## src/hw/rtl/htfd_pkg.sv

```systemverilog
// Shared types and constants for the humidity and temperature frame decoder.
package htfd_pkg;

  // Frame layout and CRC-8 parameters.
  localparam logic [7:0] CRC_POLY   = 8'h31;
  localparam logic [7:0] CRC_INIT   = 8'hFF;
  localparam logic [2:0] FRAME_LAST = 3'd6;
  localparam int         FRAME_CAP  = 6;
  localparam int         POS_W      = 3;

  // Raw sample width and scaling. (raw*2000>>3)*5 equals raw*1250 and
  // (raw*1000>>3)*5 equals raw*625, since both divisions by eight are exact.
  localparam int          RAW_W       = 20;
  localparam int          TSCALE_W    = 11;
  localparam int          HSCALE_W    = 10;
  localparam int          TPROD_W     = RAW_W + TSCALE_W;
  localparam int          HPROD_W     = RAW_W + HSCALE_W;
  localparam int          FRAC_W      = 16;
  localparam int          TEMP_W      = 15;
  localparam int          HUM_W       = 14;
  localparam logic [TSCALE_W-1:0] TEMP_SCALE  = 11'd1250;
  localparam logic [HSCALE_W-1:0] HUM_SCALE   = 10'd625;
  localparam logic [TEMP_W-1:0]   TEMP_OFFSET = 15'd5000;

  // Queue between the framing front end and the scaling back end.
  localparam int Q_DEPTH = 2;
  localparam int Q_AW    = 1;
  localparam int Q_CW    = 2;

  // One completed frame, as handed from the front end to the back end.
  typedef struct packed {
    logic             busy;
    logic             calibrated;
    logic             crc_error;
    logic [RAW_W-1:0] t_raw;
    logic [RAW_W-1:0] h_raw;
    logic [7:0]       rx_crc;
  } htfd_entry_t;

  // Front-end status seen by the top level.
  typedef struct packed {
    logic [POS_W-1:0] pos;
  } htfd_front_stat_t;

endpackage

```

## src/hw/rtl/humidity_temp_frame_decoder.sv

```systemverilog
// Top level of the humidity and temperature measurement frame decoder.
//
// The input channel takes the sensor reply one byte per transfer (in_rx_byte),
// with in_frame_start marking the status byte. Without a start flag the block
// frames freely: after reset or after a result the next byte is byte 0.
// Bytes 0 to 5 are captured and folded into a CRC-8 (poly 0x31, init 0xFF).
// Byte 6 is the received CRC and completes the frame: one result transfer
// follows with status flags, CRC check, temperature and humidity.
// Throughput is one byte per cycle while the queue is not full. A result
// passes through the two-entry queue and the multiply stage into the output
// register, which drives out_valid. When the receiver stalls, results collect
// in the multiply stage and the queue; in_ready drops while the queue is full,
// for bytes 0 to 5 as well as for the CRC byte. Reset clears the framing
// position, the CRC, the queue and all valid bits; no result is pending after
// reset.
module humidity_temp_frame_decoder (
  input  logic                               clk,
  input  logic                               rst_n,
  input  logic                               in_valid,
  output logic                               in_ready,
  input  logic [7:0]                         in_rx_byte,
  input  logic                               in_frame_start,
  output logic                               out_valid,
  input  logic                               out_ready,
  output logic                               out_busy_flag,
  output logic                               out_calibrated_flag,
  output logic                               out_crc_error,
  output logic signed [htfd_pkg::TEMP_W-1:0] out_temperature_centi,
  output logic [htfd_pkg::HUM_W-1:0]         out_humidity_centi,
  output logic [7:0]                         out_received_crc
);
  import htfd_pkg::*;

  htfd_entry_t      push_data;
  htfd_entry_t      pop_data;
  htfd_front_stat_t front_stat;
  logic             push_valid;
  logic             q_full;
  logic             pop_valid;
  logic             pop_ready;

  // Framing, CRC and capture.
  htfd_front u_front (
    .clk            (clk),
    .rst_n          (rst_n),
    .in_valid       (in_valid),
    .in_ready       (in_ready),
    .in_rx_byte     (in_rx_byte),
    .in_frame_start (in_frame_start),
    .push_valid     (push_valid),
    .push_data      (push_data),
    .q_full         (q_full),
    .stat           (front_stat)
  );

  // Completed frames waiting for scaling.
  htfd_queue u_queue (
    .clk        (clk),
    .rst_n      (rst_n),
    .push_valid (push_valid),
    .push_data  (push_data),
    .full       (q_full),
    .pop_valid  (pop_valid),
    .pop_ready  (pop_ready),
    .pop_data   (pop_data)
  );

  // Scaling and result register.
  htfd_back u_back (
    .clk                   (clk),
    .rst_n                 (rst_n),
    .pop_valid             (pop_valid),
    .pop_ready             (pop_ready),
    .pop_data              (pop_data),
    .out_valid             (out_valid),
    .out_ready             (out_ready),
    .out_busy_flag         (out_busy_flag),
    .out_calibrated_flag   (out_calibrated_flag),
    .out_crc_error         (out_crc_error),
    .out_temperature_centi (out_temperature_centi),
    .out_humidity_centi    (out_humidity_centi),
    .out_received_crc      (out_received_crc)
  );

  // A transfer of the CRC byte always leaves a frame in the queue.
  a_last_byte_queued: assert property (@(posedge clk) disable iff (!rst_n)
    (in_valid && in_ready && !in_frame_start && front_stat.pos == FRAME_LAST)
      |=> pop_valid)
    else $error("completed frame did not reach the queue");

  // No result is pending right after reset.
  a_reset_clears_out: assert property (@(posedge clk)
    !rst_n |=> !out_valid)
    else $error("result valid after reset");

  // Scaled humidity stays within its range.
  a_hum_range: assert property (@(posedge clk) disable iff (!rst_n)
    out_valid |-> (out_humidity_centi <= 14'd10000))
    else $error("humidity out of range");

  // Scaled temperature stays within its range.
  a_temp_range: assert property (@(posedge clk) disable iff (!rst_n)
    out_valid |-> ((out_temperature_centi >= -15'sd5000) &&
                   (out_temperature_centi <= 15'sd15000)))
    else $error("temperature out of range");

endmodule

```

## src/hw/rtl/htfd_front.sv

```systemverilog
// Front end: frame position tracking, running CRC-8 and byte capture.
module htfd_front (
  input  logic                       clk,
  input  logic                       rst_n,
  input  logic                       in_valid,
  output logic                       in_ready,
  input  logic [7:0]                 in_rx_byte,
  input  logic                       in_frame_start,
  output logic                       push_valid,
  output htfd_pkg::htfd_entry_t      push_data,
  input  logic                       q_full,
  output htfd_pkg::htfd_front_stat_t stat
);
  import htfd_pkg::*;

  logic [POS_W-1:0] pos_r, pos_nxt;
  logic [7:0]       crc_r, crc_nxt;
  logic [7:0]       cap_r [FRAME_CAP];
  logic [POS_W-1:0] pos_eff;
  logic [7:0]       crc_base;
  logic             accept;
  logic             is_last;

  // Bitwise MSB-first CRC-8 over one byte.
  function automatic logic [7:0] crc_fold(input logic [7:0] crc, input logic [7:0] b);
    logic [7:0] c;
    c = crc ^ b;
    for (int i = 0; i < 8; i++) begin
      if (c[7]) begin
        c = {c[6:0], 1'b0} ^ CRC_POLY;
      end else begin
        c = {c[6:0], 1'b0};
      end
    end
    return c;
  endfunction

  // A byte is taken whenever the queue can hold a possible result.
  assign in_ready = !q_full;
  assign accept   = in_valid && in_ready;

  // Effective position: a start flag or an out-of-range count restarts framing.
  always_comb begin
    if (in_frame_start || (pos_r > FRAME_LAST)) begin
      pos_eff = '0;
    end else begin
      pos_eff = pos_r;
    end
    crc_base = (pos_eff == '0) ? CRC_INIT : crc_r;
    is_last  = (pos_eff == FRAME_LAST);
  end

  // Next position and CRC.
  always_comb begin
    pos_nxt = pos_r;
    crc_nxt = crc_r;
    if (accept) begin
      if (is_last) begin
        pos_nxt = '0;
        crc_nxt = CRC_INIT;
      end else begin
        pos_nxt = pos_eff + 1'b1;
        crc_nxt = crc_fold(crc_base, in_rx_byte);
      end
    end
  end

  always_ff @(posedge clk) begin
    if (!rst_n) begin
      pos_r <= '0;
      crc_r <= CRC_INIT;
    end else begin
      pos_r <= pos_nxt;
      crc_r <= crc_nxt;
    end
  end

  // Capture bytes 0 to 5 of the frame.
  always_ff @(posedge clk) begin
    if (accept && !is_last) begin
      cap_r[pos_eff] <= in_rx_byte;
    end
  end

  // The CRC byte completes a frame and goes to the queue.
  assign push_valid           = accept && is_last;
  assign push_data.busy       = cap_r[0][7];
  assign push_data.calibrated = cap_r[0][3];
  assign push_data.crc_error  = (crc_base != in_rx_byte);
  assign push_data.t_raw      = {cap_r[3][3:0], cap_r[4], cap_r[5]};
  assign push_data.h_raw      = {cap_r[1], cap_r[2], cap_r[3][7:4]};
  assign push_data.rx_crc     = in_rx_byte;
  assign stat.pos             = pos_r;

endmodule

```

## src/hw/rtl/htfd_queue.sv

```systemverilog
// Two-entry queue that decouples frame capture from result scaling.
module htfd_queue (
  input  logic                  clk,
  input  logic                  rst_n,
  input  logic                  push_valid,
  input  htfd_pkg::htfd_entry_t push_data,
  output logic                  full,
  output logic                  pop_valid,
  input  logic                  pop_ready,
  output htfd_pkg::htfd_entry_t pop_data
);
  import htfd_pkg::*;

  htfd_entry_t     mem_r [Q_DEPTH];
  logic [Q_AW-1:0] wr_ptr_r, wr_ptr_nxt;
  logic [Q_AW-1:0] rd_ptr_r, rd_ptr_nxt;
  logic [Q_CW-1:0] count_r, count_nxt;
  logic            push;
  logic            pop;

  assign full      = (count_r == Q_CW'(Q_DEPTH));
  assign pop_valid = (count_r != '0);
  assign push      = push_valid && !full;
  assign pop       = pop_valid && pop_ready;
  assign pop_data  = mem_r[rd_ptr_r];

  // Pointer and occupancy update.
  always_comb begin
    wr_ptr_nxt = push ? wr_ptr_r + 1'b1 : wr_ptr_r;
    rd_ptr_nxt = pop ? rd_ptr_r + 1'b1 : rd_ptr_r;
    count_nxt  = count_r;
    if (push && !pop) begin
      count_nxt = count_r + 1'b1;
    end else if (pop && !push) begin
      count_nxt = count_r - 1'b1;
    end
  end

  always_ff @(posedge clk) begin
    if (!rst_n) begin
      wr_ptr_r <= '0;
      rd_ptr_r <= '0;
      count_r  <= '0;
    end else begin
      wr_ptr_r <= wr_ptr_nxt;
      rd_ptr_r <= rd_ptr_nxt;
      count_r  <= count_nxt;
    end
  end

  // Entry storage.
  always_ff @(posedge clk) begin
    if (push) begin
      mem_r[wr_ptr_r] <= push_data;
    end
  end

endmodule

```

## src/hw/rtl/htfd_back.sv

```systemverilog
// Back end: scales raw samples to centi-units and holds the result register.
module htfd_back (
  input  logic                        clk,
  input  logic                        rst_n,
  input  logic                        pop_valid,
  output logic                        pop_ready,
  input  htfd_pkg::htfd_entry_t       pop_data,
  output logic                        out_valid,
  input  logic                        out_ready,
  output logic                        out_busy_flag,
  output logic                        out_calibrated_flag,
  output logic                        out_crc_error,
  output logic signed [htfd_pkg::TEMP_W-1:0] out_temperature_centi,
  output logic [htfd_pkg::HUM_W-1:0]  out_humidity_centi,
  output logic [7:0]                  out_received_crc
);
  import htfd_pkg::*;

  logic               mul_valid_r;
  logic [TPROD_W-1:0] t_prod_r;
  logic [HPROD_W-1:0] h_prod_r;
  logic               busy_r, cal_r, err_r;
  logic [7:0]         crc_r;
  logic               out_valid_r;
  logic [TEMP_W-1:0]  temp_r;
  logic [HUM_W-1:0]   hum_r;
  logic               busy_o_r, cal_o_r, err_o_r;
  logic [7:0]         crc_o_r;
  logic               out_adv;
  logic               mul_adv;
  logic [TEMP_W-1:0]  temp_nxt;

  // Stage advance: the output register frees when empty or taken.
  assign out_adv   = !out_valid_r || out_ready;
  assign mul_adv   = !mul_valid_r || out_adv;
  assign pop_ready = mul_adv;

  // Temperature offset; the 15-bit wraparound gives the two's complement.
  assign temp_nxt = TEMP_W'(t_prod_r[TPROD_W-1:FRAC_W]) - TEMP_OFFSET;

  // Valid bits of both stages.
  always_ff @(posedge clk) begin
    if (!rst_n) begin
      mul_valid_r <= 1'b0;
      out_valid_r <= 1'b0;
    end else begin
      if (mul_adv) begin
        mul_valid_r <= pop_valid;
      end
      if (out_adv) begin
        out_valid_r <= mul_valid_r;
      end
    end
  end

  // Multiply stage.
  always_ff @(posedge clk) begin
    if (mul_adv && pop_valid) begin
      t_prod_r <= TPROD_W'(pop_data.t_raw) * TPROD_W'(TEMP_SCALE);
      h_prod_r <= HPROD_W'(pop_data.h_raw) * HPROD_W'(HUM_SCALE);
      busy_r   <= pop_data.busy;
      cal_r    <= pop_data.calibrated;
      err_r    <= pop_data.crc_error;
      crc_r    <= pop_data.rx_crc;
    end
  end

  // Output register: shift down, remove offset.
  always_ff @(posedge clk) begin
    if (out_adv && mul_valid_r) begin
      temp_r   <= temp_nxt;
      hum_r    <= h_prod_r[FRAC_W +: HUM_W];
      busy_o_r <= busy_r;
      cal_o_r  <= cal_r;
      err_o_r  <= err_r;
      crc_o_r  <= crc_r;
    end
  end

  assign out_valid             = out_valid_r;
  assign out_busy_flag         = busy_o_r;
  assign out_calibrated_flag   = cal_o_r;
  assign out_crc_error         = err_o_r;
  assign out_temperature_centi = $signed(temp_r);
  assign out_humidity_centi    = hum_r;
  assign out_received_crc      = crc_o_r;

endmodule

```

## config.mk

```make
export PLATFORM = sky130hd
export DESIGN_NAME = humidity_temp_frame_decoder
export DESIGN_NICKNAME = d
export VERILOG_FILES = /design/src/hw/rtl/htfd_pkg.sv /design/src/hw/rtl/humidity_temp_frame_decoder.sv /design/src/hw/rtl/htfd_front.sv /design/src/hw/rtl/htfd_queue.sv /design/src/hw/rtl/htfd_back.sv
export SDC_FILE = /design/constraint.sdc
export NUM_CORES = 1
export LEC_CHECK = 0
export BUFFER_PORTS_ARGS = -buffer_cell sky130_fd_sc_hd__buf_2
export CAP_MARGIN = 20
export CORE_UTILIZATION = 68
export DETAILED_ROUTE_END_ITERATION = 8
export HOLD_SLACK_MARGIN = 0.08
export PLACE_DENSITY_LB_ADDON = 0.1
export SYNTH_ARGS = -nofsm -noshare
export SYNTH_HDL_FRONTEND = slang
export SYNTH_SLANG_ARGS = --single-unit
```

## constraint.sdc

```tcl
create_clock -name clk -period 11 [get_ports clk]
set_clock_uncertainty 0.1 [all_clocks]
set_input_delay 1.65 -clock clk [delete_from_list [all_inputs] [get_ports clk]]
set_output_delay 1.65 -clock clk [all_outputs]
set_load 0.02 [all_outputs]
```

Yosys cells after proc, flatten, opt, wreduce, memory -nomap -nowiden
Memories as Yosys holds them, arrays and structs flattened. A register that Yosys moved wholly into a read port is not among the register bits.
Cells that the tools add are included.
Storage, ports and cells
  register bits after elaboration: 128
  bits in writable memories: 150
  bits of input ports: 13
  output and inout bits: 42
  memories kept: 2
Cells by class
  add/sub/neg operators: 6
  multiply operators: 2
  order comparisons: 1
  equality and inequality tests: 3
  multiplexer cells: 34
  bitwise gates (word level): 9
  reduce and logical (&&, ||, !) cells: 20
Memories
  u_queue.mem_r: words 2, width 51, read ports 1, clocked after memory_dff 1, wr ports 1, line htfd_queue.sv:14  | htfd_entry_t mem_r [Q_DEPTH];
  u_front.cap_r: words 6, width 8, read ports 6, clocked after memory_dff 0, wr ports 1, line htfd_front.sv:18  | logic [7:0] cap_r [FRAME_CAP];
Operators with widths (count)
  8-bit two-way mux: 16
  20-bit by 10-bit multiplier with 30-bit output, second input constant: 2
  6-bit two-way mux: 8
  3-bit NOT: 8
  15-bit by 13-bit subtractor with 15-bit output, second input constant: 1
  1-bit logical AND: 8
  8-bit != test: 1
  8-bit bitwise XOR: 1
  1-bit logical NOT: 6
  1-bit two-way mux: 6
  3-bit two-way mux: 2
  2-bit two-way mux: 2
  2-bit nonzero test: 2
  3-bit by 1-bit adder with 3-bit output, second input constant: 1
  3-bit equality test, second input constant: 1
  3-bit > comparator, second input constant: 1
  3-bit logical NOT: 1
  1-bit logical OR: 3
  1-bit adder, second input constant: 2
  2-bit by 1-bit adder with 2-bit output, second input constant: 1
  2-bit equality test, second input constant: 1
  2-bit by 1-bit subtractor with 2-bit output, second input constant: 1

Depth between registers and ports, before layout
Gate-level depths: netlist of the first run.
  depth after elaboration: 37
  gate-level depth with buffers: 23
  gate-level depth less buffers: 20

Cells and area by module
A second synthesis of the first run with hierarchy kept.
Second synthesis, totals
  cell total of the unflattened synthesis: 1124
  area total of the unflattened synthesis: 14674.1 um^2
By module, submodules not included
  htfd_back: instances 1, cells each 770, area an instance 8479.4 um^2, seq. area each 2442.3 um^2
  htfd_queue: instances 1, cells each 184, area an instance 3903.7 um^2, seq. area each 3163.0 um^2
  htfd_front: instances 1, cells each 170, area an instance 2290.9 um^2, seq. area each 1481.4 um^2

Worst setup path after synthesis of the first run
Ideal clock, no wire load.
  kind: in2reg
  start point: input port in_valid
  end point: memory u_queue.mem_r[0][0] (netlist bit) (enable)
  data arrival time: 5.599 ns
  required time: 10.375 ns
  slack: 4.776 ns
  cell stages on the path: 4
  buffers on the path: 1
  path through: and2_1 clkbuf_1 nand2_1 nor3_1
Between the ends
  longest elaborated chain between the ends: 5
Ends and longest elaborated chain
  start, declared: line humidity_temp_frame_decoder.sv:19  | input logic in_valid,
  1-bit logical AND: line htfd_front.sv:40  | assign accept = in_valid && in_ready;
  1-bit logical AND: line htfd_front.sv:86  | assign push_valid = accept && is_last;
  1-bit logical AND: line htfd_queue.sv:23  | assign push = push_valid && !full;
  1-bit two-way mux: line htfd_queue.sv:53  | if (push) begin
  1-bit two-way mux (implied by the code): line htfd_queue.sv:54  | mem_r[wr_ptr_r] <= push_data;
  end, declared: line htfd_queue.sv:14
No other way between the ends.

==> impl_metrics.yaml, run 1 <==
route:
  wl_per_cell_um: 17.8
  via_per_inst: 5.67
  ant_nets: 0
  first_iter_violations: 339
  drc_errors: 0
  first_pass_iters: 5
  routed_wl_um: 25400
  vias: 8064
critical_path:
  rrSetupSlack_ns: 4.90
  cp.arrival_ns: 6.29
  r2r-end: "u_back.h_prod_r[26]$_DFFE_PP_"
  endpoint_kind: "flop"
  cp_data_required_time_ns: 11.19
  path_max_fanout: 59
  rr_worst_depth: 17
  setup.worst_path.start_class: "flop"
  critPathKind: "reg -> reg"
clock_network:
  cts_tree: "yes"
  cts_buffers: 24
  cts_sinks: 242
  ctsHoldBuffers: 0
  htree_levels: 1
  clk_path_buf_depth: 3
  cts.reportedPaths.clkPinSlew_ns: 0.07
  cts_root_buffer: "clkbuf_16"
  clock_latency_ns: 0.54
  cts_setup_buffers: 0
  cts.repair.resized: 0
sta:
  fin_tns_setup_ns: 0
  rsz0062_at_grt: "no"
  drv_slew: 0
  slew_headroom_pct: 40.4
  fin_crit_sh_pct: 55.5
  final_hold_viol_count: 0
  timing.fmax_mhz: 164
  setup_viol: 0
  period_needed_ns: 6.10
  worst_slew_pin_slew_ns: 0.893
hold_path:
  hold_depth: 0
  holdCritPathClass: "reg -> reg"
  hp-start: "u_back.crc_r[1]$_DFFE_PP_"
  min_to: "u_back.out_received_crc[1]$_DFFE_PP_"
grt:
  grt_use_total_pct: 24.5
  antenna_found_initial: 0
  overflow: 0
  grt_pass1_wl_um: 41300
  grt_max_degree: 60
  grt_pass1_vias: 8319
floorplan:
  row_count: 52
  dieArea_um2: 21700
  die_width_um: 147
  coreArea_um2: 20500
  design.portCount: 55
  start_util_pct: 70.2
  die_h_um: 147
synthesis:
  ys.flop_type: "edfxtp_1"
  ys_ff_latch: 242
  post_synth_num_cell_types: 65
  syn_area_per_cell_um2: 13.5
  synth_cells: 1063
  ys_async_sr_fraction_pct: 0
  synth_fp_nets: 1329
  ys_warn_count: 0
  synth_edf_count: 224
  ys_seq_area_share_pct: 49.3
  syn_area_um2: 14400
layout:
  drive_above_1_share_pct: 13.2
  area_delta_synth_final_pct: 10.6
  final_cells: 1423
  layout_commonest_cell: "edfxtp_1"
  final_cell_mix: "edfxtp_1 (224), ha_1 (171), inv_1 (167), fa_1 (82), buf_2 (54)"
  diodes: 0
  finalNetCount: 1401
placement:
  hpwlAfterDp_um: 18000
  io_buffers: 54
  place_congestion: 0.873
  placed_cells: 1378
flow_run:
  drv_cap: 0
outcome:
  status: "completed"
-- state kept, by name (all words and copies together), names as in the netlist, 2 cells and up, named ones only --
| register | count |
|---|---|
| u_queue.mem_r | 102 |
| u_queue.count_r | 2 |
| u_back.out_humidity_centi | 14 |
| u_front.cap_r | 42 |
| u_back.h_prod_r | 14 |
| u_back.out_temperature_centi | 15 |
| u_back.crc_r | 8 |
| u_back.t_prod_r | 15 |
| u_back.out_received_crc | 8 |
| u_front.crc_r | 8 |
| u_front.stat | 3 |
-- cell families (layout without fill, tap and decap cells) --
family,after synthesis,in the layout,share of synthesized area (%)
muxes,57,57,4.24
AOI/OAI and AO/OA,119,119,5.74
and+or+nand+nor,136,136,4.99
DFF,242,242,49.3
adders and majority gates,253,253,26.3
buffers and inverters,182,272,4.92
xor gates and xnor gates,74,74,4.56
-- layer usage --
metal  track usage (%)  vias to the layer above  part of all wire (%)
li1                  -                     3894                     -
met1              31.8                     3948                    43
met2              43.8                      177                    51
met3              2.99                       45                   3.7
met4              6.44                        0                   2.3
met5                 0                        -                     0
-- worst max-delay path, cell delays in order (launching register included) --
cell	delay, ns
dfxtp_2	0.32
buf_4	0.67
mux2i_1	0.63
inv_1	0.19
fa_1	0.52
ha_1	0.34
fa_1	0.44
ha_1	0.29
inv_1	0.05
fa_1	0.53
inv_1	0.04
ha_1	0.35
nand3_1	0.13
nor3_1	0.20
nand3_1	0.13
nand2_1	0.25
a31oi_1	0.17
o311ai_0	0.46
-- cell type report --
type	instances	area [µm²]
Sequential cell	242	7090
Multi-Input combinational cell	639	6600
Fill cell	1242	4580
Inverter	168	631
Clock buffer	26	608
Tap cell	270	338
Clock inverter	18	334
Timing Repair Buffer	60	313
-- worst max-delay path by stage --
stage	from	end	slack (ns)	cells past startpoint
6_report	flop	u_back.h_prod_r[26]$_DFFE_PP_	4.90	17
5_1_grt	flop	u_back.t_prod_r[30]$_DFFE_PP_	4.46	18
4_1_cts	flop	u_back.t_prod_r[30]$_DFFE_PP_	4.85	18
3_5_place_dp	flop	u_back.t_prod_r[30]$_DFFE_PP_	4.89	18
3_3_place_gp	flop	u_back.t_prod_r[30]$_DFFE_PP_	4.95	18
2_1_floorplan	in_valid	u_queue.mem_r[0][0]$_DFFE_PP_	4.78	4
-- cell usage after synthesis (3+ instances only) --
| cell | instances | share of area, % |
|---|---|---|
| mux2i_1 | 26 | 1.8 |
| o22a_1 | 6 | 0.37 |
| a31oi_1 | 4 | 0.17 |
| xnor2_1 | 43 | 2.6 |
| a21oi_1 | 30 | 1.0 |
| nor3_1 | 13 | 0.45 |
| xor2_1 | 30 | 1.8 |
| or3_1 | 5 | 0.22 |
| inv_1 | 168 | 4.4 |
| a41o_1 | 3 | 0.21 |
| fa_1 | 82 | 11 |
| o21a_1 | 10 | 0.52 |
| o21ai_0 | 13 | 0.45 |
| or2_2 | 5 | 0.22 |
| mux2_2 | 31 | 2.4 |
| clkbuf_1 | 5 | 0.13 |
| nor2b_1 | 5 | 0.22 |
| a21o_1 | 18 | 0.94 |
| and2_1 | 9 | 0.39 |
| nand3_1 | 12 | 0.42 |
| nor2_1 | 31 | 0.81 |
| nor4_1 | 8 | 0.35 |
| a21boi_0 | 4 | 0.21 |
| and3_1 | 3 | 0.13 |
| nand2_1 | 23 | 0.60 |
| buf_1 | 3 | 0.078 |
| o31ai_1 | 3 | 0.16 |
| nand2b_1 | 7 | 0.30 |
| dfxtp_1 | 18 | 2.5 |
| ha_1 | 171 | 15 |
| edfxtp_1 | 224 | 47 |
-- through the flow --
| step | hold slack [ns] | instance area, µm² | worst slack (ns) | utilization, % |
|---|---|---|---|---|
| 2_1_floorplan | 0.300 | 14400 | 4.78 | - |
| 3_3_place_gp | 0.301 | 15000 | 4.95 | 73.0 |
| 3_5_place_dp | 0.305 | 15000 | 4.89 | 73.0 |
| 4_1_cts | 0.315 | 15900 | 4.85 | 77.6 |
| 5_1_grt | 0.324 | 15900 | 4.46 | 77.7 |
| 6_report | 0.314 | 15900 | 4.90 | 77.7 |
Power of run 1 is not shown: default switching activity piles up to over one toggle a cycle in this logic, so the estimate is an artifact.
==> run 2, diff against run 1 <==
--- a/config.mk
+++ b/config.mk
@@ -7,7 +7,7 @@
 export LEC_CHECK = 0
 export BUFFER_PORTS_ARGS = -buffer_cell sky130_fd_sc_hd__buf_2
 export CAP_MARGIN = 20
-export CORE_UTILIZATION = 68
+export CORE_UTILIZATION = 57
 export DETAILED_ROUTE_END_ITERATION = 8
 export HOLD_SLACK_MARGIN = 0.08
 export PLACE_DENSITY_LB_ADDON = 0.1
==> constraint.sdc (replaced) <==
create_clock -name clk -period 5.28 [get_ports clk]
set_clock_uncertainty 0.1 [all_clocks]
set_input_delay 0.792 -clock clk [delete_from_list [all_inputs] [get_ports clk]]
set_output_delay 0.792 -clock clk [all_outputs]
set_load 0.02 [all_outputs]
==> run 2 against run 1 <==
  * Register-to-register slack lost 4.8 ns
  * Final area increased by 7.0%
  * Sequential share of layout area down 2.9 points
  * Clock-buffer cell count grew 4
  * First-iteration DRC count down 7.1%
  * Largest cell class unchanged
  * Via count grew 2.0%
  * Highest routed layer unchanged
  * Fmax increased by 19%
  * Critical endpoint is now u_back.t_prod_r[29]$_DFFE_PP_
  * Die area grew 19%
  * Flip-flop and latch count stayed put
==> impl_metrics.yaml, run 2 (synthesis results as in run 1) <==
sta:
  worst_slew_pin_slew_ns: 1.04
  slew_headroom_pct: 30.5
  period_needed_ns: 5.15
  fin_crit_sh_pct: 97.5
  final_hold_viol_count: 0
  setup_viol: 0
  drv_slew: 0
  rsz0062_at_grt: "yes"
  timing.fmax_mhz: 194
layout:
  drive_above_1_share_pct: 22.9
  final_cell_mix: "edfxtp_1 (224), inv_1 (162), ha_1 (160), fa_1 (81), buf_4 (77)"
  finalNetCount: 1481
  largest_reg_flops: 102
  largest_register: "u_queue.mem_r"
  fill_cells: 1721
  seqCellArea_um2: 7090
  final_util_pct: 69.4
  area_delta_synth_final_pct: 18.4
  layout_commonest_cell: "edfxtp_1"
  biggestRegsByFlops: "u_queue.mem_r x102, u_front.cap_r x42"
  stdcell_area_um2: 17000
  multiInputGateArea_um2: 7070
  diodes: 0
hold_path:
  hp-start: "u_back.t_prod_r[18]$_DFFE_PP_"
  holdCritPathClass: "reg -> reg"
critical_path:
  critPathKind: "reg -> reg"
  critPathMaxStageDelay_ns: 0.44
  endpoint_kind: "flop"
  setup.worst_path.start_class: "flop"
  worst-path-buf-inv: 3
  cp_data_required_time_ns: 5.44
  cp.arrival_ns: 5.31
  crit_chain: "buf_12 -> buf_8 -> mux2_4 -> ha_1 -> xor2_1 -> ha_1 -> fa_1 -> ha_1 -> fa_1 -> ha_1 -> o21a_1 -> o2111ai_1 -> a211oi_2 -> nor3_2 -> buf_6 -> nor4_4 -> nor4_1 -> a311oi_2"
  cp_common_cell: "ha_1"
  cp_slowest_cell: "fa_1"
  path_max_fanout: 8
  path_delay_family: "adder cells"
grt:
  grt_use_total_pct: 20.0
  overflow: 0
  grt_pass1_vias: 8196
  antenna_found_initial: 0
  grt_busiest_layer: "met2"
  use_met3_pct: 2.40
  grt_use_met1_pct: 27.9
  use_met2_pct: 33.5
  grt_pass1_wl_um: 41000
  grt_max_degree: 42
outcome:
  status: "completed"
floorplan:
  start_util_pct: 58.6
  die_h_um: 161
  row_count: 57
  die_width_um: 161
  design.portCount: 55
  dieArea_um2: 25900
  coreArea_um2: 24500
clock_network:
  cts_sinks: 242
  clk_path_buf_depth: 3
  cts.reportedPaths.clkPinSlew_ns: 0.06
  htree_levels: 1
  cts_tree: "yes"
  clock_latency_ns: 0.53
  cts_root_buffer: "clkbuf_16"
  cts_buffers: 26
placement:
  place_area_um2: 15500
  hpwlAfterDp_um: 18200
  place_congestion: 0.823
  io_buffers: 54
route:
  first_pass_iters: 4
  ant_nets: 0
  wl_per_cell_um: 16.0
  vias: 8228
  first_iter_violations: 315
  drc_errors: 0
  routed_wl_um: 24900
  via_per_inst: 5.28
flow_run:
  drv_cap: 0
run 2: cell count changes in the layout (fill, tap and decap cells not counted), sizes merged:
| cell | before | now |
|---|---|---|
| inv | 169 | 171 |
| bufinv | 8 | 3 |
| clkbuf | 27 | 30 |
| clkinv | 6 | 10 |
| clkinvlp | 3 | 2 |
| buf | 59 | 138 |
run 2: final cells by class:
| type | instances | share of cell area [%] |
|---|---|---|
| Sequential cell | 242 | 41.6 |
| Multi-Input combinational cell | 639 | 41.5 |
| Timing Repair Buffer | 138 | 5.64 |
| Clock buffer | 30 | 4.03 |
| Inverter | 168 | 3.70 |
| Tap cell | 324 | 2.38 |
| Clock inverter | 18 | 1.09 |
run 2: routing by layer:
metal | vias up | wire length [µm] | part of all wire (%)
li1 | 4071 | - | -
met1 | 3992 | 11800 | 47
met2 | 133 | 11900 | 48
met3 | 32 | 771 | 3.1
met4 | 0 | 413 | 1.7
met5 | - | 0 | 0
run 2: final timing paths:
path / endpoint / slack (ns) / depth (start not counted)
hold reg to reg: u_back.out_temperature_centi[2]$_DFFE_PP_ / 0.32 / 0
hold / removal: u_back.out_temperature_centi[2]$_DFFE_PP_ / 0.32 / 0
setup reg to reg: u_back.t_prod_r[29]$_DFFE_PP_ / 0.13 / 18
setup / recovery: u_back.t_prod_r[29]$_DFFE_PP_ / 0.13 / 18
run 2: stage by stage:
step | hold slack [ns] | cells | setup slack (ns) | TNS (ns)
floorplan | 0.300 | 1063 | -0.0381 | -0.0381
global placement | 0.300 | 1484 | -0.0158 | -0.0300
detailed placement | 0.305 | 1485 | -0.0791 | -0.265
CTS | 0.318 | 1534 | 0.000876 | 0
global route | 0.322 | 1559 | -0.0545 | -0.0891
finish | 0.318 | 1559 | 0.132 | 0
run 2: worst reg2reg max path: stages (launching register included):
cell	delay, ns
dfxtp_4	0.41
buf_12	0.17
buf_8	0.15
mux2_4	0.35
ha_1	0.33
xor2_1	0.17
ha_1	0.29
fa_1	0.44
ha_1	0.30
fa_1	0.40
ha_1	0.32
o21a_1	0.19
o2111ai_1	0.28
a211oi_2	0.10
nor3_2	0.19
buf_6	0.17
nor4_4	0.07
nor4_1	0.37
a311oi_2	0.07
run 2: timing repair:
| item | in CTS | in global routing |
|---|---|---|
| endpoints found under the setup margin | 8 | 18 |
| buffers inserted | 1 | 25 |
| hold buffers | 0 | 0 |
| pin swaps | 3 | 26 |
| resized for setup | 4 | 80 |
Power of run 2 is left out for the same reason.
==> run 3, diff against run 2 <==
--- a/config.mk
+++ b/config.mk
@@ -11,6 +11,7 @@
 export DETAILED_ROUTE_END_ITERATION = 8
 export HOLD_SLACK_MARGIN = 0.08
 export PLACE_DENSITY_LB_ADDON = 0.1
+export SETUP_SLACK_MARGIN = 0.15
 export SYNTH_ARGS = -nofsm -noshare
 export SYNTH_HDL_FRONTEND = slang
 export SYNTH_SLANG_ARGS = --single-unit
==> run 3 against run 2 <==
  * Setup slack improved by 0.075 ns
  * Global-route usage barely moved
  * Clock-buffer cell count grew 5
  * Routed wire length rose by 4.5%
  * Die area stayed put
  * Worst hold slack worse by 0.0070 ns
  * Final area is 1.5% higher
  * Register-to-register slack improved by 0.08 ns
  * First-iteration DRC count grew 9.5%
  * Flip-flop and latch count unchanged
  * Sequential share of layout area shrank 0.60 points
  * Highest routed layer unchanged
==> impl_metrics.yaml, run 3 (synthesis results as in run 1) <==
critical_path:
  cp_slowest_cell: "fa_1"
  r2r-end: "u_back.h_prod_r[26]$_DFFE_PP_"
  cp_common_cell: "fa_1"
  cp_data_required_time_ns: 5.51
  cp.depth: 17
  crit_chain: "buf_12 -> buf_12 -> buf_4 -> mux2i_4 -> inv_2 -> fa_1 -> ha_1 -> fa_1 -> ha_1 -> fa_1 -> ha_4 -> a21oi_2 -> o21ai_1 -> a21oi_2 -> nand2_4 -> a311o_1 -> o311ai_1"
  setup.worst_path.start_class: "flop"
  path_delay_family: "adder cells"
  endpoint_kind: "flop"
  path_max_fanout: 8
  critPathKind: "reg -> reg"
  rrSetupSlack_ns: 0.21
  critPathMaxStageDelay_ns: 0.61
  worst-path-buf-inv: 4
  rr_worst_depth: 17
  crit_path_end: "u_back.h_prod_r[26]$_DFFE_PP_"
  cp.arrival_ns: 5.30
grt:
  antenna_found_initial: 0
  grt_pass1_vias: 8219
  overflow: 0
  grt_max_degree: 43
  grt_use_total_pct: 19.9
  grt_pass1_wl_um: 40700
clock_network:
  clk_path_buf_depth: 3
  ctsHoldBuffers: 0
  cts_sinks: 242
  cts_tree: "yes"
  cts.reportedPaths.clkPinSlew_ns: 0.06
  clock_latency_ns: 0.52
  htree_levels: 1
  cts_root_buffer: "clkbuf_16"
  cts_buffers: 25
sta:
  period_needed_ns: 5.07
  drv_slew: 0
  rsz0062_at_grt: "yes"
  worst_slew_pin_slew_ns: 0.981
  setup_viol: 0
  slew_headroom_pct: 34.6
  timing.fmax_mhz: 197
  fin_crit_sh_pct: 96.1
  fin_tns_setup_ns: 0
  final_hold_viol_count: 0
route:
  first_pass_iters: 7
  drc_errors: 0
  vias: 8280
  wl_per_cell_um: 16.8
  ant_nets: 0
  first_iter_violations: 345
  via_per_inst: 5.34
  routed_wl_um: 26000
layout:
  largest_reg_flops: 102
  layout_commonest_cell: "edfxtp_1"
  biggestRegsByFlops: "u_queue.mem_r x102, u_front.cap_r x42"
  largest_register: "u_queue.mem_r"
  drive_above_1_share_pct: 26.1
  diodes: 0
  final_cell_mix: "edfxtp_1 (224), inv_1 (153), ha_1 (136), fa_1 (77), buf_4 (66)"
  finalNetCount: 1474
  area_delta_synth_final_pct: 20.1
floorplan:
  die_h_um: 161
  coreArea_um2: 24500
  row_count: 57
  start_util_pct: 58.6
  design.portCount: 55
  dieArea_um2: 25900
  die_width_um: 161
hold_path:
  hp-start: "u_back.h_prod_r[27]$_DFFE_PP_"
  holdCritPathClass: "reg -> reg"
flow_run:
  drv_cap: 0
outcome:
  status: "completed"
placement:
  place_congestion: 0.802
  io_buffers: 54
  hpwlAfterDp_um: 17800
[run 3: cell count changes in the layout (fill, tap and decap cells not counted), sizes merged]
cell | before | now
inv | 171 | 170
clkinvlp | 2 | 0
buf | 138 | 131
clkbuf | 30 | 36
bufinv | 3 | 1
clkinv | 10 | 7
[run 3: through the flow]
stage | hold slack (ns) | area [µm²] | util [%] | std cells | worst slack (ns)
detailed placement | 0.305 | 15400 | 62.9 | 1469 | 0.0553
CTS | 0.312 | 16300 | 66.4 | 1517 | 0.139
global route | 0.311 | 17300 | 70.4 | 1550 | 0.0316
floorplan | 0.300 | 14500 | - | 1063 | 0.0290
global placement | 0.300 | 15400 | 62.9 | 1469 | 0.109
finish | 0.311 | 17300 | 70.4 | 1550 | 0.207
[run 3: final cells by class]
type	count	area, µm²
clock buffer	35	683
sequential	242	7090
fill	1708	7250
multi-input combinational	639	7410
tap	324	405
clock inverter	10	90.1
inverter	168	636
timing repair buffer	132	968
[run 3: metal layers]
layer  GRT usage (%)  up-vias  share of wire [%]
li1                -     4039                  -
met4            5.79        0                2.4
met5               0        -                  0
met2            33.6      143                 48
met3            2.43       44                3.3
met1            27.2     4054                 46
[run 3: worst min-delay path by stage]
stage	depth (start not counted)	end
global placement	0	u_back.out_temperature_centi[0]$_DFFE_PP_
floorplan	0	u_back.out_busy_flag$_DFFE_PP_
finish	0	u_back.out_humidity_centi[11]$_DFFE_PP_
CTS	0	u_back.out_humidity_centi[11]$_DFFE_PP_
global route	0	u_back.out_humidity_centi[11]$_DFFE_PP_
detailed placement	0	u_back.out_humidity_centi[0]$_DFFE_PP_
[run 3: repair_timing]
action,CTS,global route
hold endpoints to repair,0,0
pin swaps,1,54
buffers inserted,2,31
gates cloned,1,1
gates resized for setup,6,122
endpoints found under the setup margin,7,20
Power of run 3 is left out for the same reason.
